--- src/hdl/b3c_pkg.sv ---
// Shared types, constants and compression functions for the BLAKE3 chunk engine.
package b3c_pkg;

   localparam int MAX_BLOCKS  = 16;
   localparam int BLK_W       = 5;
   localparam int ROUNDS      = 7;
   localparam int RND_W       = 3;
   localparam int CSR_IDX_W   = 3;

   localparam logic [CSR_IDX_W-1:0] CSR_KEY_0_1   = 3'd0;
   localparam logic [CSR_IDX_W-1:0] CSR_KEY_2_3   = 3'd1;
   localparam logic [CSR_IDX_W-1:0] CSR_KEY_4_5   = 3'd2;
   localparam logic [CSR_IDX_W-1:0] CSR_KEY_6_7   = 3'd3;
   localparam logic [CSR_IDX_W-1:0] CSR_START_CTR = 3'd4;
   localparam logic [CSR_IDX_W-1:0] CSR_CTR_INC   = 3'd5;
   localparam logic [CSR_IDX_W-1:0] CSR_FLAGS     = 3'd6;
   localparam logic [CSR_IDX_W-1:0] CSR_BLOCKS    = 3'd7;

   localparam logic [31:0] IV0 = 32'h6A09E667;
   localparam logic [31:0] IV1 = 32'hBB67AE85;
   localparam logic [31:0] IV2 = 32'h3C6EF372;
   localparam logic [31:0] IV3 = 32'hA54FF53A;
   localparam logic [31:0] BLOCK_LEN = 32'd64;

   typedef logic [15:0][31:0] words16_type;
   typedef logic [7:0][31:0]  cv_type;
   typedef logic [7:0][63:0]  msg_in_type;

   typedef struct packed {
      logic [63:0]      start_counter;
      logic             counter_increments;
      logic [23:0]      flag_bits;
      logic [BLK_W-1:0] blocks_per_input;
   } cfg_type;

   typedef struct packed {
      words16_type msg;
      logic [63:0] ctr;
      logic [7:0]  flags;
      logic        first;
      logic        last;
   } entry_type;

   function automatic logic [3:0][31:0] mix(input logic [31:0] a, input logic [31:0] b,
                                            input logic [31:0] c, input logic [31:0] d,
                                            input logic [31:0] x, input logic [31:0] y);
      logic [31:0] ta, tb, tc, td;
      logic [3:0][31:0] r;
      ta = a + b + x;
      td = d ^ ta;  td = {td[15:0], td[31:16]};
      tc = c + td;
      tb = b ^ tc;  tb = {tb[11:0], tb[31:12]};
      ta = ta + tb + y;
      td = td ^ ta; td = {td[7:0], td[31:8]};
      tc = tc + td;
      tb = tb ^ tc; tb = {tb[6:0], tb[31:7]};
      r[0] = ta; r[1] = tb; r[2] = tc; r[3] = td;
      return r;
   endfunction

   function automatic words16_type compress_round(input words16_type s,
                                                  input words16_type m);
      words16_type t;
      logic [3:0][31:0] r;
      t = s;
      for (int i = 0; i < 4; i++) begin
         r = mix(t[i], t[4+i], t[8+i], t[12+i], m[2*i], m[2*i+1]);
         t[i] = r[0]; t[4+i] = r[1]; t[8+i] = r[2]; t[12+i] = r[3];
      end
      r = mix(t[0], t[5], t[10], t[15], m[8], m[9]);
      t[0] = r[0]; t[5] = r[1]; t[10] = r[2]; t[15] = r[3];
      r = mix(t[1], t[6], t[11], t[12], m[10], m[11]);
      t[1] = r[0]; t[6] = r[1]; t[11] = r[2]; t[12] = r[3];
      r = mix(t[2], t[7], t[8], t[13], m[12], m[13]);
      t[2] = r[0]; t[7] = r[1]; t[8] = r[2]; t[13] = r[3];
      r = mix(t[3], t[4], t[9], t[14], m[14], m[15]);
      t[3] = r[0]; t[4] = r[1]; t[9] = r[2]; t[14] = r[3];
      return t;
   endfunction

   // message word order for the next round
   function automatic words16_type permute(input words16_type m);
      words16_type p;
      p[0]  = m[2];  p[1]  = m[6];  p[2]  = m[3];  p[3]  = m[10];
      p[4]  = m[7];  p[5]  = m[0];  p[6]  = m[4];  p[7]  = m[13];
      p[8]  = m[1];  p[9]  = m[11]; p[10] = m[12]; p[11] = m[5];
      p[12] = m[9];  p[13] = m[14]; p[14] = m[15]; p[15] = m[8];
      return p;
   endfunction

   function automatic cv_type fold(input words16_type s);
      cv_type c;
      for (int i = 0; i < 8; i++) begin
         c[i] = s[i] ^ s[i+8];
      end
      return c;
   endfunction

endpackage

--- src/hdl/b3c_fifo.sv ---
// Two-entry queue of classified blocks between front end and compression core.
module b3c_fifo (
   input  logic                clock,
   input  logic                reset,
   input  logic                push,
   input  b3c_pkg::entry_type  push_entry,
   output logic                full,
   input  logic                pop,
   output logic                not_empty,
   output b3c_pkg::entry_type  head
);

   b3c_pkg::entry_type mem [2];
   logic       wr_ptr_ff, wr_ptr_in;
   logic       rd_ptr_ff, rd_ptr_in;
   logic [1:0] count_ff, count_in;

   assign full      = (count_ff == 2'd2);
   assign not_empty = (count_ff != 2'd0);
   assign head      = mem[rd_ptr_ff];

   always_comb begin
      wr_ptr_in = wr_ptr_ff ^ push;
      rd_ptr_in = rd_ptr_ff ^ pop;
      count_in  = count_ff + {1'b0, push} - {1'b0, pop};
   end

   always_ff @(posedge clock) begin
      if (push) begin
         mem[wr_ptr_ff] <= push_entry;
      end
   end

   always_ff @(posedge clock) begin
      if (reset) begin
         wr_ptr_ff <= 1'b0;
         rd_ptr_ff <= 1'b0;
         count_ff  <= 2'd0;
      end else begin
         wr_ptr_ff <= wr_ptr_in;
         rd_ptr_ff <= rd_ptr_in;
         count_ff  <= count_in;
      end
   end

endmodule

--- config.mk ---
export PLATFORM = sky130hd
export DESIGN_NAME = b3c_fifo
export DESIGN_NICKNAME = d
export VERILOG_FILES = /design/src/hdl/b3c_pkg.sv /design/src/hdl/b3c_fifo.sv
export SDC_FILE = /design/constraint.sdc
export NUM_CORES = 1
export LEC_CHECK = 0
export BUFFER_PORTS_ARGS = -buffer_cell sky130_fd_sc_hd__buf_2
export CAP_MARGIN = 15
export CORE_AREA = 5 5 451 453
export DETAILED_ROUTE_END_ITERATION = 7
export DIE_AREA = 0 0 456 458
export GPL_TIMING_DRIVEN = 1
export RECOVER_POWER = 25
export SKIP_CTS_REPAIR_TIMING = 1
export SKIP_LAST_GASP = 1
export SYNTH_ARGS = -nofsm -noshare
export SYNTH_HDL_FRONTEND = slang
export SYNTH_SLANG_ARGS = --single-unit
export TNS_END_PERCENT = 100
--- constraint.sdc ---
create_clock -name clock -period 28.5 [get_ports clock]
set_input_delay 2.85 -clock clock [delete_from_list [all_inputs] [get_ports clock]]
set_output_delay 2.85 -clock clock [all_outputs]
set_load 0.01 [all_outputs]
==> results.py <==
metrics = {
    "power": {
        "power_frac_comb_pct": 11.0,
        "p_clk_share_pct": 39.4,
        "p_sw_share_pct": 24.4,
        "power_frac_seq_pct": 49.6,
        "ir_drop_mv": 0.0522,
        "internal-power_mw": 3.13,
        "p_switching_mw": 1.01,
        "power_leakage_nw": 20.1,
        "p_per_area_nw_per_um2": 74.1,
    },
    "place": {
        "placed_area_um2": 51800,
        "port_buffers": 1177,
        "dp_hpwl_um": 112000,
        "gp_congestion": 1.04,
    },
    "global_route": {
        "antenna_found_initial": 109,
        "grt_max_degree": 167,
        "overflow": 0,
        "track_usage_pct": 13.4,
        "grt_pass1_wl_um": 195000,
        "grt_pass1_vias": 23600,
    },
    "worst_setup_path": {
        "worst_setup_path_start_kind": "flop",
        "critPathRequiredTime_ns": 25.65,
        "r2r_end": "mem[0][495]",
        "cp-end-kind": "output pin",
        "r2r.worst_path.cells": 5,
        "rrSetupSlack_ns": 24.52,
        "rr_startpoint": "wr_ptr_ff",
        "crit_type": "flop to output pin",
        "cp_data_arrival_time_ns": 4.97,
        "crit_path_max_fanout": 54,
    },
    "cells_and_area": {
        "fillers": 20000,
        "final_nets": 3706,
        "syn_to_final_growth_pct": 29.7,
        "fin_util_pct": 28.1,
        "final_area_um2": 55800,
        "drive_gt1_share_pct": 46.2,
    },
    "worst_hold_path": {
        "min_path_cells": 3,
        "holdPathEnd": "wr_ptr_ff",
        "min_from": "wr_ptr_ff",
        "hold_path.class": "flop to flop",
    },
    "floorplan": {
        "core_area_um2": 199000,
        "io_pins": 1178,
        "start_util_pct": 21.6,
        "die_area_um2": 209000,
        "die_y_um": 458,
        "rows": 164,
        "fp.dieW_um": 456,
    },
    "timing": {
        "slew_headroom_pct": 20.2,
        "whs_ns": 0.613,
        "rsz0062_at_grt": "false",
        "hold_viol": 0,
        "timing.fmax_mhz": 128,
        "setup-violations-final": 0,
        "fin_worst_skew_ns": 0.0248,
        "slew_violations": 0,
        "min_period_ns": 7.82,
        "post-route-period-util_pct": 27.4,
        "worst_slew_pin_slew_ns": 1.20,
        "finalSetupTns_ns": 0,
    },
    "synth": {
        "syn_area_um2": 43000,
        "yosysWarnings": 0,
        "synth_fp_nets": 2436,
        "ys_seq_area_share_pct": 82.0,
        "avgSynthCellArea_um2": 23.4,
        "ys_types": 16,
        "yosys_register_bits": 1176,
        "syn_inst": 1842,
    },
    "route": {
        "wl_per_cell_um": 25.1,
        "drc": 0,
        "via_per_inst": 3.97,
        "detailedRoute.firstIterationViolations": 2140,
        "first_pass_iters": 6,
        "routed-via-count": 23400,
        "ant_nets": 0,
        "drt_wl_total_um": 147000,
    },
    "clocking": {
        "cts_tree": "built",
        "clk_path_buf_depth": 3,
        "htreeDepth": 4,
        "path_clk_slew_ns": 0.06,
        "root_buffer": "clkbuf_16",
        "cts.sink_count": 1176,
        "cts_buffers": 131,
        "clock_latency_ns": 0.76,
    },
    "outcome": {
        "status": "finished, final reports clean",
    },
    "job": {
        "maxCapViolations": 0,
    },
}
worst max-delay path, stage by stage (launching register included):
cell and delay [ns]:
dfxtp_4 0.66, buf_4 0.69, buf_4 0.73, buf_4 0.71, buf_4 0.66, mux2_1 0.42
buf_2 0.16
through the flow:
step | total power, mW | setup slack, ns | instances
after floorplan | 2.38 | 11.26 | 1842
after global placement | 2.55 | 21.54 | 5635
after detailed placement | 2.56 | 21.44 | 5635
after CTS | 4.21 | 20.52 | 5860
after global routing | 4.30 | 20.41 | 5868
final | 4.14 | 20.68 | 5878
flip-flops by register name (all words and copies together), names as in the netlist:
name / flops
count_ff: 2
mem: 1172
rd_ptr_ff: 1
wr_ptr_ff: 1
cells by family (layout without fill, tap and decap cells):
kind of cell / count (synthesis) / after routing / share of synthesized area, %
other: 0 / 18 / 0
buffers and inverters: 68 / 1430 / 1.57
and+or+nand+nor: 6 / 6 / 0.0698
adders and majority gates: 4 / 4 / 0.116
DFF: 1176 / 1176 / 82.0
xor gates and xnor gates: 2 / 2 / 0.0727
muxes: 586 / 586 / 16.2
layout make-up:
class                           instances  area, um2  area share, %
Multi-Input combinational cell        598       7110           12.7
Inverter                                3       11.3         0.0202
Clock inverter                         69        686           1.23
Sequential cell                      1176      35300           63.2
Timing Repair Buffer                 1202       5910           10.6
Antenna cell                           18       45.0         0.0807
Tap cell                             2656       3320           5.95
Clock buffer                          156       3450           6.17
cells in the final DEF (no fill, tap or decap), drive strengths merged:
cell | synthesis | final
or2 | 1 | 1
xnor3 | 1 | 1
dfxtp | 4 | 4
clkinv | 0 | 55
buf | 65 | 1037
nor2 | 3 | 3
xnor2 | 1 | 1
diode | 0 | 18
bufinv | 0 | 6
edfxtp | 1172 | 1172
nor2b | 2 | 2
clkbuf | 0 | 321
clkinvlp | 0 | 2
inv | 3 | 9
ha | 4 | 4
mux2 | 586 | 586
how the worst max path moves through the flow:
stage                         start        end  slack [ns]  cells past startpoint
after floorplan                push  mem[0][0]       11.26                      1
after global placement    rd_ptr_ff  head[388]       21.54                      6
after detailed placement  rd_ptr_ff  head[387]       21.44                      6
after CTS                 rd_ptr_ff  head[387]       20.52                      6
after global routing      rd_ptr_ff  head[388]       20.41                      6
final                     rd_ptr_ff  head[387]       20.68                      6
routing by layer:
metal,up-vias,part of all wire (%),GRT usage (%)
met4,58,3.5,5.00
met3,314,11,5.70
met1,11800,37,15.5
met5,-,0.26,0
met2,1196,49,22.1
li1,9962,-,-
power by group through the flow:
stage          clock network [mW]  registers [mW]  logic (mW)
2_1_floorplan                   0            2.14       0.238
3_3_place_gp                    0            2.08       0.466
3_5_place_dp                    0            2.09       0.469
4_1_cts                      1.68            2.05       0.472
5_1_grt                      1.76            2.06       0.484
6_report                     1.63            2.05       0.456
Yosys cell counts:
| cell type | count | area [um2] |
|---|---|---|
| buf_2 | 16 | 80.1 |
| buf_4 | 1 | 7.51 |
| buf_6 | 38 | 428 |
| buf_8 | 10 | 150 |
| dfxtp_1 | 4 | 80.1 |
| edfxtp_1 | 1172 | 35200 |
| ha_1 | 4 | 50.1 |
| inv_1 | 3 | 11.3 |
| mux2_1 | 330 | 3720 |
| mux2_2 | 156 | 1760 |
| mux2_4 | 100 | 1500 |
| nor2_1 | 3 | 11.3 |
| nor2b_1 | 2 | 12.5 |
| or2_2 | 1 | 6.26 |
| xnor2_1 | 1 | 8.76 |
| xnor3_1 | 1 | 22.5 |
(Power assumes the default switching activity.)
