[src/hdl/b3c_pkg.sv]
// Shared types, constants and compression functions for the BLAKE3 chunk engine.
package b3c_pkg;

   localparam int MAX_BLOCKS  = 16;
   localparam int BLK_W       = 5;
   localparam int ROUNDS      = 7;
   localparam int RND_W       = 3;
   localparam int CSR_IDX_W   = 3;

   localparam logic [CSR_IDX_W-1:0] CSR_KEY_0_1   = 3'd0;
   localparam logic [CSR_IDX_W-1:0] CSR_KEY_2_3   = 3'd1;
   localparam logic [CSR_IDX_W-1:0] CSR_KEY_4_5   = 3'd2;
   localparam logic [CSR_IDX_W-1:0] CSR_KEY_6_7   = 3'd3;
   localparam logic [CSR_IDX_W-1:0] CSR_START_CTR = 3'd4;
   localparam logic [CSR_IDX_W-1:0] CSR_CTR_INC   = 3'd5;
   localparam logic [CSR_IDX_W-1:0] CSR_FLAGS     = 3'd6;
   localparam logic [CSR_IDX_W-1:0] CSR_BLOCKS    = 3'd7;

   localparam logic [31:0] IV0 = 32'h6A09E667;
   localparam logic [31:0] IV1 = 32'hBB67AE85;
   localparam logic [31:0] IV2 = 32'h3C6EF372;
   localparam logic [31:0] IV3 = 32'hA54FF53A;
   localparam logic [31:0] BLOCK_LEN = 32'd64;

   typedef logic [15:0][31:0] words16_type;
   typedef logic [7:0][31:0]  cv_type;
   typedef logic [7:0][63:0]  msg_in_type;

   typedef struct packed {
      logic [63:0]      start_counter;
      logic             counter_increments;
      logic [23:0]      flag_bits;
      logic [BLK_W-1:0] blocks_per_input;
   } cfg_type;

   typedef struct packed {
      words16_type msg;
      logic [63:0] ctr;
      logic [7:0]  flags;
      logic        first;
      logic        last;
   } entry_type;

   function automatic logic [3:0][31:0] mix(input logic [31:0] a, input logic [31:0] b,
                                            input logic [31:0] c, input logic [31:0] d,
                                            input logic [31:0] x, input logic [31:0] y);
      logic [31:0] ta, tb, tc, td;
      logic [3:0][31:0] r;
      ta = a + b + x;
      td = d ^ ta;  td = {td[15:0], td[31:16]};
      tc = c + td;
      tb = b ^ tc;  tb = {tb[11:0], tb[31:12]};
      ta = ta + tb + y;
      td = td ^ ta; td = {td[7:0], td[31:8]};
      tc = tc + td;
      tb = tb ^ tc; tb = {tb[6:0], tb[31:7]};
      r[0] = ta; r[1] = tb; r[2] = tc; r[3] = td;
      return r;
   endfunction

   function automatic words16_type compress_round(input words16_type s,
                                                  input words16_type m);
      words16_type t;
      logic [3:0][31:0] r;
      t = s;
      for (int i = 0; i < 4; i++) begin
         r = mix(t[i], t[4+i], t[8+i], t[12+i], m[2*i], m[2*i+1]);
         t[i] = r[0]; t[4+i] = r[1]; t[8+i] = r[2]; t[12+i] = r[3];
      end
      r = mix(t[0], t[5], t[10], t[15], m[8], m[9]);
      t[0] = r[0]; t[5] = r[1]; t[10] = r[2]; t[15] = r[3];
      r = mix(t[1], t[6], t[11], t[12], m[10], m[11]);
      t[1] = r[0]; t[6] = r[1]; t[11] = r[2]; t[12] = r[3];
      r = mix(t[2], t[7], t[8], t[13], m[12], m[13]);
      t[2] = r[0]; t[7] = r[1]; t[8] = r[2]; t[13] = r[3];
      r = mix(t[3], t[4], t[9], t[14], m[14], m[15]);
      t[3] = r[0]; t[4] = r[1]; t[9] = r[2]; t[14] = r[3];
      return t;
   endfunction

   // message word order for the next round
   function automatic words16_type permute(input words16_type m);
      words16_type p;
      p[0]  = m[2];  p[1]  = m[6];  p[2]  = m[3];  p[3]  = m[10];
      p[4]  = m[7];  p[5]  = m[0];  p[6]  = m[4];  p[7]  = m[13];
      p[8]  = m[1];  p[9]  = m[11]; p[10] = m[12]; p[11] = m[5];
      p[12] = m[9];  p[13] = m[14]; p[14] = m[15]; p[15] = m[8];
      return p;
   endfunction

   function automatic cv_type fold(input words16_type s);
      cv_type c;
      for (int i = 0; i < 8; i++) begin
         c[i] = s[i] ^ s[i+8];
      end
      return c;
   endfunction

endpackage

[src/hdl/b3c_front.sv]
// Front end: accepts message blocks and tags them with counter, flags and position.
module b3c_front (
   input  logic                 clock,
   input  logic                 reset,
   input  logic                 req_valid,
   output logic                 req_ready,
   input  b3c_pkg::msg_in_type  req_msg,
   input  b3c_pkg::cfg_type     cfg,
   input  logic                 q_full,
   output logic                 q_push,
   output b3c_pkg::entry_type   q_entry
);

   logic [b3c_pkg::BLK_W-1:0] block_index_ff, block_index_in;
   logic [63:0]               input_counter_ff, input_counter_in;
   logic [b3c_pkg::BLK_W-1:0] nblk;
   logic [b3c_pkg::BLK_W:0]   next_idx;
   logic                      first, last;

   assign req_ready = !q_full;
   assign q_push    = req_valid && !q_full;

   always_comb begin
      // clamp the block count to 1..MAX_BLOCKS
      if (cfg.blocks_per_input == '0) begin
         nblk = b3c_pkg::BLK_W'(1);
      end else if (cfg.blocks_per_input > b3c_pkg::BLK_W'(b3c_pkg::MAX_BLOCKS)) begin
         nblk = b3c_pkg::BLK_W'(b3c_pkg::MAX_BLOCKS);
      end else begin
         nblk = cfg.blocks_per_input;
      end
      next_idx = {1'b0, block_index_ff} + 1'b1;
      first    = (block_index_ff == '0);
      last     = (next_idx >= {1'b0, nblk});

      for (int i = 0; i < 8; i++) begin
         q_entry.msg[2*i]   = req_msg[i][31:0];
         q_entry.msg[2*i+1] = req_msg[i][63:32];
      end
      q_entry.ctr   = cfg.start_counter + (cfg.counter_increments ? input_counter_ff : 64'd0);
      q_entry.flags = cfg.flag_bits[7:0] | (first ? cfg.flag_bits[15:8] : 8'd0)
                      | (last ? cfg.flag_bits[23:16] : 8'd0);
      q_entry.first = first;
      q_entry.last  = last;

      block_index_in   = block_index_ff;
      input_counter_in = input_counter_ff;
      if (q_push) begin
         if (last) begin
            block_index_in   = '0;
            input_counter_in = input_counter_ff + 64'd1;
         end else begin
            block_index_in = next_idx[b3c_pkg::BLK_W-1:0];
         end
      end
   end

   always_ff @(posedge clock) begin
      if (reset) begin
         block_index_ff   <= '0;
         input_counter_ff <= '0;
      end else begin
         block_index_ff   <= block_index_in;
         input_counter_ff <= input_counter_in;
      end
   end

endmodule

[config.mk]
export PLATFORM = sky130hd
export DESIGN_NAME = b3c_front
export DESIGN_NICKNAME = d
export VERILOG_FILES = /design/src/hdl/b3c_pkg.sv /design/src/hdl/b3c_front.sv
export SDC_FILE = /design/constraint.sdc
export NUM_CORES = 1
export LEC_CHECK = 0
export ABC_AREA = 1
export BUFFER_PORTS_ARGS = -buffer_cell sky130_fd_sc_hd__clkbuf_2
export CAP_MARGIN = 40
export CORE_AREA = 2 2 460 462
export DETAILED_ROUTE_END_ITERATION = 12
export DIE_AREA = 0 0 462 464
export PLACE_DENSITY = 0.3
export SLEW_MARGIN = 20
export SYNTH_ARGS = -nofsm -noshare
export SYNTH_HDL_FRONTEND = slang
export SYNTH_SLANG_ARGS = --single-unit
[constraint.sdc]
create_clock -name clock -period 9 [get_ports clock]
set_input_delay 1.8 -clock clock [delete_from_list [all_inputs] [get_ports clock]]
set_output_delay 1.8 -clock clock [all_outputs]
set_load 0.02 [all_outputs]
==> results of run 1 <==
[cell families (layout without fill, tap and decap cells)]
family | Yosys count | in the layout | synth area share [%]
XOR/XNOR | 70 | 70 | 4.17
flip-flops | 69 | 69 | 9.40
AND/OR/NAND/NOR | 1393 | 1393 | 37.6
buffers and inverters | 978 | 633 | 38.2
adder cells (fa/ha/maj) | 72 | 72 | 6.18
other | 0 | 1 | 0
AO/OA/AOI/OAI | 125 | 125 | 4.39
[critical path: cells and delay by family]
family | cells | cell delay [ns]
compound gates | 2 | 0.45
fa+ha+maj | 1 | 0.35
buf+inv | 5 | 1.34
simple gates | 7 | 0.97
[power breakdown]
group	internal, mW	total, mW	switching (mW)
logic	0.0703	0.268	0.198
registers	0.308	0.310	0.00271
clock network	0.192	0.354	0.163
[worst min-delay path by stage]
stage | start | endpoint | depth (start not counted)
floorplan | input_counter_ff[15]$_SDFFE_PP0P_ | input_counter_ff[15]$_SDFFE_PP0P_ | 2
global placement | block_index_ff[1]$_SDFFE_PP0P_ | block_index_ff[1]$_SDFFE_PP0P_ | 2
detailed placement | block_index_ff[1]$_SDFFE_PP0P_ | block_index_ff[1]$_SDFFE_PP0P_ | 2
CTS | block_index_ff[1]$_SDFFE_PP0P_ | block_index_ff[1]$_SDFFE_PP0P_ | 2
global route | block_index_ff[0]$_SDFFE_PP0P_ | block_index_ff[0]$_SDFFE_PP0P_ | 2
finish | block_index_ff[1]$_SDFFE_PP0P_ | block_index_ff[1]$_SDFFE_PP0P_ | 2
[area by class of cell]
type	instances	area, um^2
diodes	1	2.50
clock buffers	11	243
clock inverters	4	25.0
fillers	25100	194000
inverters	439	1650
multi-input cells	1660	7690
flip-flops and latches	69	1380
well taps	2805	3510
repair buffers	179	931
[placed cells by master, fill, tap and decap left out, types with 18 or more instances in the layout]
master      n
nand2_1   972
inv_1     436
nor2_1    264
clkbuf_2  173
a21oi_1    98
nand3_1    83
ha_1       71
dfxtp_1    69
xor2_1     42
xnor2_1    28
nor3_1     21
o21ai_0    18
nand4_1    18
[sequential cells by signal, summed over array words and instances (netlist names)]
signal	cells
input_counter_ff	64
block_index_ff	5
[metal layers]
| metal | vias up | global-route usage, % | wire length (um) |
|---|---|---|---|
| li1 | 6877 | - | - |
| met1 | 6090 | 7.78 | 30700 |
| met2 | 934 | 20.0 | 62200 |
| met3 | 208 | 11.8 | 29600 |
| met4 | 6 | 3.89 | 4530 |
| met5 | - | 1.43 | 423 |
==> results.md, run 1 <==
- The flow ran to the end, and the final reports show no timing, DRC or antenna violations.
- The worst-case setup margin in the final layout is 2.23 ns.
- The number of different library cells in the post-synthesis netlist is 32.
- The launch point of the critical path is cfg[29].
- After detailed routing, the average wire length per cell comes to 24.7 um.
- The final routed DRC violation total is 0.
- The first detailed-routing pass ran for 6 iterations.
- The routed layout has 14.1k vias.
- The die span in x is 462 um.
- Dividing the detail-routed via count by the number of cells gives roughly 2.7.
- The boundary pin count is 1198.
- The worst min-delay path class is flop to flop.
- Setup violations remaining at the end of the flow were counted as 0.
- The Yosys step of the flow raised 0 warnings.
- The utilization of the core after routing is 7.38%.
- Summed over all instances, the cell type with the most area after synthesis is buf_4.
- From bottom edge to top edge, the die measures 464 um.
- For this run, the number of standard cells in the final layout without fillers is 5168.
- The max capacitance violation total is 0.
- Synthesis inferred 69 register bits.
- Total power for the finished layout comes to just over 0.9 mW.
- The clock passes through at most 2 buffers.
- The region available for standard cell placement spans 209000 um^2.
- The number of clock buffers added by TritonCTS is 9.
- The type of destination of the critical path is a primary output.
- The most repeated library cell on the critical path is nand2_1.
- The post-synthesis average cell area is 5.43 um^2.
- The share of the yosys chip area belonging to registers is 9.40%.
- The share of final-layout standard cells stronger than drive strength 1 is 9.40%.
- The end of the worst register-to-register path is block_index_ff[1]$_SDFFE_PP0P_.
- Row generation in the floorplan step produced 168 rows.
- The count of final hold-check violations is 0.
- The critical path ends at q_entry[69].
- The routability congestion estimate is around 0.86.
- After global routing the overflow that remains totals 0.
- Once placement completed, the tool counted placed cells totaling 5152.
- Hold repair after CTS inserted 0 buffers.
- The worst relative slew slack is 54.5%.
- In the final design database the tool counted a little over 3k nets.
- The final clock period utilization by the worst path is approximately three quarters.
- The data arrival time of the worst path is 4.97 ns.
- The worst setup slack for register-to-register paths is 5.57 ns.
- The initial antenna violation count came to 6.
- The highest cell delay on the worst timing path is around 0.49 ns.
- The max-slew violation count is 0.
- For this configuration, the core starts out at a cell density of under 10%.
- At the worst endpoint, the required time is 7.20 ns.
- The power density relative to cell area is about 60 nW/um^2.
- The number of nets in the synthesized netlist is ~3.4k.
- The area of the die is between 200000 and 250000 um^2.
- The path type of the worst setup path is primary input to primary output.
- The cell with the most instances after synthesis is nand2_1.
- Counting flops with a built-in enable in the synthesized netlist gives 0.
- By count the netlist is led by 972 x nand2_1, 516 x buf_4, 436 x inv_1.
- Once placement finished, the instance area stood at about 15000 um^2.
- The number of gates resized after CTS is 0.
- Clock skew on the completed layout was measured at 0.0117 ns.
- Timing analysis after detailed placement gives a worst setup slack of 2.06 ns.
- Post-CTS timing repair inserted 0 buffers for setup.
- The clock-pin slew of the registers on the worst-case setup and hold paths is 0.06 ns.
- The via count of the first global-routing pass is 14.0k.
- By area the synthesized netlist is led by buf_4 26%, nand2_1 25%, inv_1 11%.
- The residual antenna-violating net count after detailed routing is 0.
- In the synthesized netlist the async set-or-reset flop fraction comes to 0%.
- For the worst-skew pair, the clock arrives at the later sink with an insertion delay of 0.38 ns.
- The sum of negative setup slack is 0 ns.
- At the pin with the least slew margin, the transition time is 0.683 ns.
- The clock period minus worst slack is 6.77 ns.
- Entering global routing, the biggest net connects 53 pins.
- The worst hold margin is between 0.5 and 0.6 ns.
- For this design the static power due to leakage is 7.24 nW.
- The count of clock tree sinks is 69.
- The tree is rooted in a clkbuf_16.
- The synthesized netlist occupies a cell area of roughly 15000 um^2.
- The startpoint class of the critical path is a primary input.
- The finished cells cover 15400 um^2.
- The depth of the worst register-to-register path is 13.
- CTS built an H-tree with a depth of 3.
- The placed wire-length estimate is 119000 um.
- The final layout contains routed wiring with a total length of roughly 130000 um.
- Summed over its instances, the top area cell type makes up 26.4% of the synthesized netlist area.
- The count of port buffers added during placement is 173.
- The critical path goes through clkbuf_2 > buf_4 > nand2_1 > inv_1 > ha_1 > nand2_1 > nand2_1 > a21oi_1 > inv_1 > nor2_1 > nand2_1 > a21oi_1 > nand3_1 > nand2_1 > clkbuf_2.
- The area growth from synthesis to layout is 5.05%.
- The slowest stage of the critical path belongs to the cell buf_4.
- The cell count after synthesis is 2707.
- VDD sags by at most 0.0982 mV.
- In this run the worst path has a maximum fanout of 40.
- For this block, the initial DRC count from the detailed router was 700.
- The top achievable clock speed is around 150 MHz.
- The global-route wire length before repair is 156000 um.
- The worst flop-to-flop path startpoint is block_index_ff[0]$_SDFFE_PP0P_.
- Setup repair after global routing left no endpoint under its margin.
- The most used flip-flop cell after synthesis is dfxtp_1.
- TritonCTS built the clock tree.
- The global router's overall resource usage is 11.4%.
Power figures use the tool's default switching activity.
==> run 2: changes to the inputs <==
CORE_AREA = 2 2 473 475   (was 2 2 460 462)
DIE_AREA = 0 0 475 477   (was 0 0 462 464)
clock period = 5.5 ns   (was 9 ns; I/O delays follow)
==> run 2 against run 1 <==
- cell count grew 3.6%
- worst hold slack lost 0.0017 ns
- via count grew 0.38%
- clock power grew 77%
- sequential power grew 64%
- non-clock buffer count grew 16
- die area grew 5.7%
- worst setup slack lost 1.9 ns
- cell area grew 2.4%
- count of clock-buffer cells in the layout shrank 1
- combinational power grew 66%
- register-to-register slack lost 3.2 ns
==> results.md, run 2 (synthesis results as in run 1) <==
- The flow ran to the end, and the final reports show no timing, DRC or antenna violations.
- The top cell types in the final layout, fill and taps aside, are 972 x nand2_1, 436 x inv_1, 264 x nor2_1.
- The worst min-delay path class is flop to flop.
- The floorplan row count is 173.
- The routed design has ~130000 um of wire.
- In the final layout, the registers with the most flip-flops are input_counter_ff: 64 flops, block_index_ff: 5 flops.
- The number of setup buffers added after CTS is 0.
- The count of clock tree sinks is 69.
- In this run the number of H-tree levels came out at 3.
- The detailed-routing iteration count for the pre-antenna-repair pass is 5.
- The count of port buffers added during placement is ~170.
- During I/O placement, the number of pins put on the boundary was 1198.
- The maximum number of pins on one net before global-route repair is 51.
- The area of the die is 227000 um^2.
- The final route contains 14.2k vias.
- The library cell used most frequently in the layout, excluding fill and tap cells, is nand2_1.
- Setup violations remaining at the end of the flow were counted as 0.
- For this run, the top clock speed supported by timing is 193 MHz.
- Across the VDD grid, the largest voltage drop is 0.152 mV.
- The critical path in this run is classified as primary input to primary output.
- Global routing used 11.2% of the available tracks.
- The die span in x is 475 um.
- The core area is 221000 um^2.
- The global-route congestion overflow total is 0.
- The initial antenna violation count was 15.
- The startpoint class of the critical path is a primary input.
- The worst pin sits at a relative slew slack of a little under three fifths.
- The TritonCTS buffer count is 9.
- For this configuration, the core starts out at a cell density of 6.64%.
- The analysis attributes to cell leakage a power of 7.35 nW.
- The longest clock path from root to sink contains 2 buffers.
- In the finished design, the share of the clock period the worst path needs comes to 94.0%.
- The area of the multi-input gates is 7690 um^2.
- For this run, design rule violations remaining after detail routing come to 0.
- The required time of the worst setup path is 4.40 ns.
- Setup slack closes at 0.332 ns.
- The data arrival time of the worst path is 4.07 ns.
- The later-pin clock latency in the skew report is 0.37 ns.
- The power consumption is 1.58 mW.
- The die height is between 400 and 500 um.
- The clock skew after layout is 0.00979 ns.
- The share of final-layout standard cells stronger than drive strength 1 is 10.1%.
- Clock-pin slew was measured on the worst setup and hold paths at approximately 0.06 ns.
- Dividing the detail-routed via count by the number of cells gives about 2.6.
- Detailed placement ended at an HPWL of between 100000 and 150000 um.
- TritonCTS built the clock tree.
- The post-route standard cell area excluding fillers is 15800 um^2.
- The type of destination of the critical path is a primary output.
- Setup total negative slack on the finished layout was measured at 0 ns.
- In this run the power density over the cells is roughly 100 nW/um^2.
- The number of antenna repair diodes is 0.
- The register with the most flip-flops is input_counter_ff.
- The register with the most flip-flops in the layout has 64 of them.
- The max-slew violation count came to 0.
- The max capacitance violation total is 0.
- CTS placed an instance of clkbuf_16 at the clock tree root.
- After the first detailed-routing iteration, the DRC count stood at 643.
- The area growth from synthesis to layout is 7.60%.
- Prior to clock tree synthesis, the placed netlist has a worst setup slack of 0.293 ns.
- The count of final hold-check violations is 0.
- The count of filler cells inserted in the layout is approximately 27k.
- The transition time at the pin with the least slew margin is between 0.6 and 0.7 ns.
- The number of hold buffers added after CTS was 0.
- The register area is 1380 um^2.
- After detailed placement, the total cell area comes to 15500 um^2.
- At the end of the flow, the number of nets in the layout was 3056.
- At the end of routability-driven placement, the weighted congestion stood at approximately 0.89.
- The global-route wire length before repair is between 150000 and 200000 um.
- Setup repair after global routing left no endpoint under its margin.
- The wire length per cell after detailed routing is ~25 um.
- The tightest hold path in the finished design has a slack of about 0.51 ns.
- The residual antenna-violating net count after detailed routing is 0.
- In this run the worst path has a maximum fanout of 36.
- The via count of the first global-routing pass was 14.1k.
- The clock period minus worst slack is 5.17 ns.
- The number of gates resized after CTS is 0.
[run 2: cell count changes in the layout (fill, tap and decap cells not counted), sizes merged]
cell / change
clkbuf: -1
diode: -1
bufinv: +1
clkinv: +3
buf: +16
clkinvlp: -2
[run 2: per-stage QoR]
stage                     instances  utilization [%]
after global placement         5336             6.99
final                          5354             7.14
after detailed placement       5338             7.00
after floorplan                2707                -
after global routing           5354             7.14
after CTS                      5354             7.14
[run 2: worst max-delay path, cell delays in order]
cell and delay (ns):
clkbuf_2 0.11, buf_12 0.17, buf_4 0.22, nand2_1 0.09, inv_1 0.04, ha_1 0.40
nand2_1 0.13, nor2_1 0.16, inv_1 0.07, nor2_1 0.26, nand2_1 0.17, nor4_1 0.20
nand2_1 0.12, nand2_1 0.08, nand2_1 0.05, nand2_1 0.39, clkbuf_2 0.27
[run 2: worst paths after layout]
check	start	endpoint	slack (ns)	cells after the start
setup reg to reg	block_index_ff[0]$_SDFFE_PP0P_	input_counter_ff[63]$_SDFFE_PP0P_	2.34	16
hold reg to reg	block_index_ff[0]$_SDFFE_PP0P_	block_index_ff[0]$_SDFFE_PP0P_	0.51	2
hold / removal	block_index_ff[0]$_SDFFE_PP0P_	block_index_ff[0]$_SDFFE_PP0P_	0.51	2
setup / recovery	cfg[29]	q_entry[72]	0.33	17
[run 2: where the power goes]
part / leakage [nW] / internal (mW) / switching, mW / total, mW
registers: 0.556 / 0.503 / 0.00442 / 0.508
clock network: 0.152 / 0.363 / 0.265 / 0.628
logic: 6.64 / 0.121 / 0.323 / 0.444
total: 7.35 / 0.987 / 0.593 / 1.58
[run 2: routing by layer]
| layer | GRT usage (%) | vias up | wire [um] | share of wire, % |
|---|---|---|---|---|
| li1 | - | 6907 | - | - |
| met4 | 2.43 | 2 | 2890 | 2.2 |
| met1 | 7.44 | 6038 | 30800 | 23 |
| met3 | 11.5 | 189 | 30500 | 23 |
| met5 | 0.640 | - | 184 | 0.14 |
| met2 | 20.9 | 1032 | 68500 | 52 |
[run 2: layout make-up]
cell class | instances | area share, %
Multi-Input combinational cell | 1660 | 48.7
Sequential cell | 69 | 8.74
Tap cell | 2975 | 23.5
Timing Repair Buffer | 195 | 6.71
Clock buffer | 10 | 1.51
Clock inverter | 6 | 0.396
Inverter | 439 | 10.4
==> run 3: changes to the inputs <==
CORE_AREA = 2 2 460 462   (was 2 2 473 475)
DIE_AREA = 0 0 462 464   (was 0 0 475 477)
GPL_TIMING_DRIVEN = 0   (was not set)
clock period = 6.1 ns   (was 5.5 ns; I/O delays follow)
==> run 3 against run 2 <==
- non-clock buffer count is 1028 higher
- worst hold slack improved by 0.0048 ns
- core utilization is 3.4 points higher
- register-to-register slack better by 0.96 ns
- critical path depth rose by 1
- flip-flop and latch count unchanged
- count of clock-buffer cells in the layout rose by 1
- routed wire length fell by 2.1%
- clock skew up 0.0038 ns
- via count grew 27%
- critical path type unchanged
- highest routed layer unchanged
==> results.md, run 3 (synthesis results as in run 1) <==
- The run finished with clean final reports.
- Setup repair after global routing left no endpoint under its margin.
- The fraction of power spent switching nets is between 40 and 50%.
- The wire length per cell after detailed routing is 20.9 um.
- The data arrival time of the worst path is 4.57 ns.
- Setup violations remaining at the end of the flow were counted as 0.
- The worst hold margin is about 0.51 ns.
- The startpoint class of the critical path is a primary input.
- The floorplan step set the die height to 464 um.
- The initial DRC count is 780.
- Global routing consumed, on the met1 layer, 13.2% of the routing resources.
- Once detail routing completed, the nets flagged for antenna violations numbered 0.
- The congestion estimate from routability-driven global placement came to about 0.9.
- After clock tree synthesis, the clock-pin slew on the worst setup and hold paths is 0.07 ns.
- The HPWL after detailed placement is 124000 um.
- The area growth from synthesis to layout is 49.5%.
- The analysis attributes to cell leakage a power of 11.9 nW.
- Total power for the finished layout comes to between 2 and 2.5 mW.
- The filler-free cell count of the finished design is 6217.
- The worst-case IR drop observed on VDD is 0.137 mV.
- The power spent charging and discharging nets is 0.965 mW.
- The detailed-routing iteration count for the pre-antenna-repair pass is 5.
- The global-route congestion overflow total is 0.
- In this run, CTS created clock tree buffers numbering 9.
- By startpoint and endpoint, the worst setup path is classified as primary input to primary output.
- The type of destination of the critical path is a primary output.
- For met2 alone, demand over resource in global routing was 22.0%.
- In the routed design, unresolved DRC markers number 0.
- The global router's overall resource usage is 11.5%.
- The transition time at the pin with the least slew margin is 0.712 ns.
- The count of vias placed by the detailed router is about 18k.
- The design internal power is 1.22 mW.
- The maximum number of pins on one net before global-route repair is 13.
- The clock period minus worst slack is 5.79 ns.
- The boundary pin count is between 1k and 1.5k.
- In this run the power density over the cells is 99.6 nW/um^2.
- The number of cells after detailed placement is 6196.
- The library cells used most frequently in the layout, excluding fill and tap cells, are 972 x nand2_1, 684 x clkbuf_2, 517 x buf_4.
- The core area is 209000 um^2.
- The register with the most flip-flops is input_counter_ff.
- For this run, the slowest stage of the critical path takes ~0.5 ns.
- The area of the die is 214000 um^2.
- The first global-routing pass estimated ~160000 um of wire.
- For this run, global-route usage on met3 was measured as 2.67%.
- Of all nets on the critical path, the largest fanout is 10.
- The deepest level of the CTS H-tree is 3.
- On the final layout, the worst clock skew is 0.0136 ns.
- The largest registers in the layout are input_counter_ff: 64 flops, block_index_ff: 5 flops.
- For this configuration, the core starts out at a cell density of under 10%.
- Of the available clock period, the critical path in the final layout requires 94.9%.
- The share of final-layout standard cells stronger than drive strength 1 is 36.8%.
- The later pin in the worst-skew pair is clocked with a latency of 0.37 ns.
- The number of nets at the end of the flow is 4084.
- The tool flagged a number of max-cap violations equal to 0.
- The max-slew violation count is 0.
- The most repeated library cell on the critical path is nand2_1.
- The part of the power in registers is between 20% and 30%.
- The post-CTS setup-driven buffer insertion count is 0.
- The critical path goes through clkbuf_2 > buf_2 > nand2_1 > inv_1 > ha_1 > fa_1 > nand3_1 > nand3_1 > nand2_1 > nand2_1 > nand2_1 > nand2_1 > nand2_1 > nand2_1 > nand2_1 > nand3_1 > nand2_1 > clkbuf_2.
- The slowest library cell on the worst path is fa_1.
- The floorplan row count is 168.
- The top achievable clock speed is 173 MHz.
- The maximum clock insertion buffer count is 2.
- The most frequent standard cell in the layout excluding fill and tap cells is nand2_1.
- Counting every sink on the clock net gives 69.
- For this block, the routed nets add up to 130000 um of wire.
- The combinational fraction of design power is around 53%.
- Fill cells in the final layout number 24.8k.
- CTS placed an instance of clkbuf_16 at the clock tree root.
- The fraction of power consumed by the clock network is a little over a quarter.
- The layer with the highest usage is met2.
- TritonCTS built the clock tree.
- The die is 462 um wide.
- The utilization of the core after routing is 10.5%.
- Data on the critical path is required at its endpoint by 4.88 ns.
- In this run the tightest slew margin relative to its limit is 52.6%.
- The worst min-delay path class is flop to flop.
- The via count of the first global-routing pass is 17.7k.
- The register with the most flip-flops in the layout has 64 of them.
- The count of final hold-check violations is 0.
- Using the TritonRoute via totals, the vias-per-cell ratio works out to 2.90.
- The count of buffers added on input and output ports is 683.
- The initial antenna violation count is 89.
## run 3: cell count changes in the layout (fill, tap and decap cells not counted), moves of 2 or more
cell,delta
clkinvlp_4,+2
clkbuf_2,+511
clkbuf_1,+10
buf_4,+498
buf_2,+7
buf_1,+4
clkinv_2,-2
diode_2,+5
## run 3: worst paths after layout
check,from,endpoint,slack [ns],cells after the start
worst min-delay path,block_index_ff[1]$_SDFFE_PP0P_,block_index_ff[1]$_SDFFE_PP0P_,0.51,2
worst min register to register,block_index_ff[1]$_SDFFE_PP0P_,block_index_ff[1]$_SDFFE_PP0P_,0.51,2
worst max-delay path,cfg[29],q_entry[72],0.31,18
worst max register to register,block_index_ff[0]$_SDFFE_PP0P_,input_counter_ff[61]$_SDFFE_PP0P_,3.30,13
## run 3: cell type report
| type | count | area, um^2 | share of cell area, % |
|---|---|---|---|
| Clock inverter | 5 | 58.8 | 0.268 |
| Inverter | 439 | 1650 | 7.50 |
| Sequential cell | 69 | 1380 | 6.29 |
| Multi-Input combinational cell | 1660 | 7700 | 35.1 |
| Buffer | 539 | 3970 | 18.1 |
| Tap cell | 2805 | 3510 | 16.0 |
| Clock buffer | 11 | 253 | 1.15 |
| Antenna cell | 5 | 12.5 | 0.0570 |
| Timing Repair Buffer | 684 | 3430 | 15.6 |
## run 3: through the flow
stage | worst slack [ns] | setup TNS (ns) | area [um^2]
finish | 0.313 | 0 | 22000
global route | 0.0254 | 0 | 22000
floorplan | 1.53 | 0 | 14700
CTS | 0.180 | 0 | 21900
detailed placement | -0.409 | -3.64 | 21600
global placement | -0.552 | -4.12 | 21600
## run 3: what timing repair did
| item | CTS | global route |
|---|---|---|
| endpoints found under the setup margin | 19 | 0 |
| hold buffers | 0 | 0 |
| resized for setup | 2 | 0 |
## run 3: worst max-delay path, delay by kind of cell
| family | cells | cell delay, ns |
|---|---|---|
| adders and majority gates | 2 | 0.74 |
| buffers and inverters | 4 | 0.90 |
| and+or+nand+nor | 12 | 1.67 |
## run 3: per-layer routing
metal | vias to the layer above | wire length [um] | part of all wire [%]
li1 | 8970 | - | -
met1 | 7983 | 51500 | 40
met2 | 915 | 67300 | 52
met3 | 151 | 9380 | 7.2
met4 | 8 | 1800 | 1.4
met5 | - | 59 | 0.045
## run 3: power groups by stage
stage	sequential (mW)	combinational (mW)	clock, mW
global route	0.458	1.24	0.614
global placement	0.468	1.18	0
CTS	0.458	1.18	0.600
detailed placement	0.468	1.18	0
floorplan	0.467	0.694	0
finish	0.458	1.16	0.573
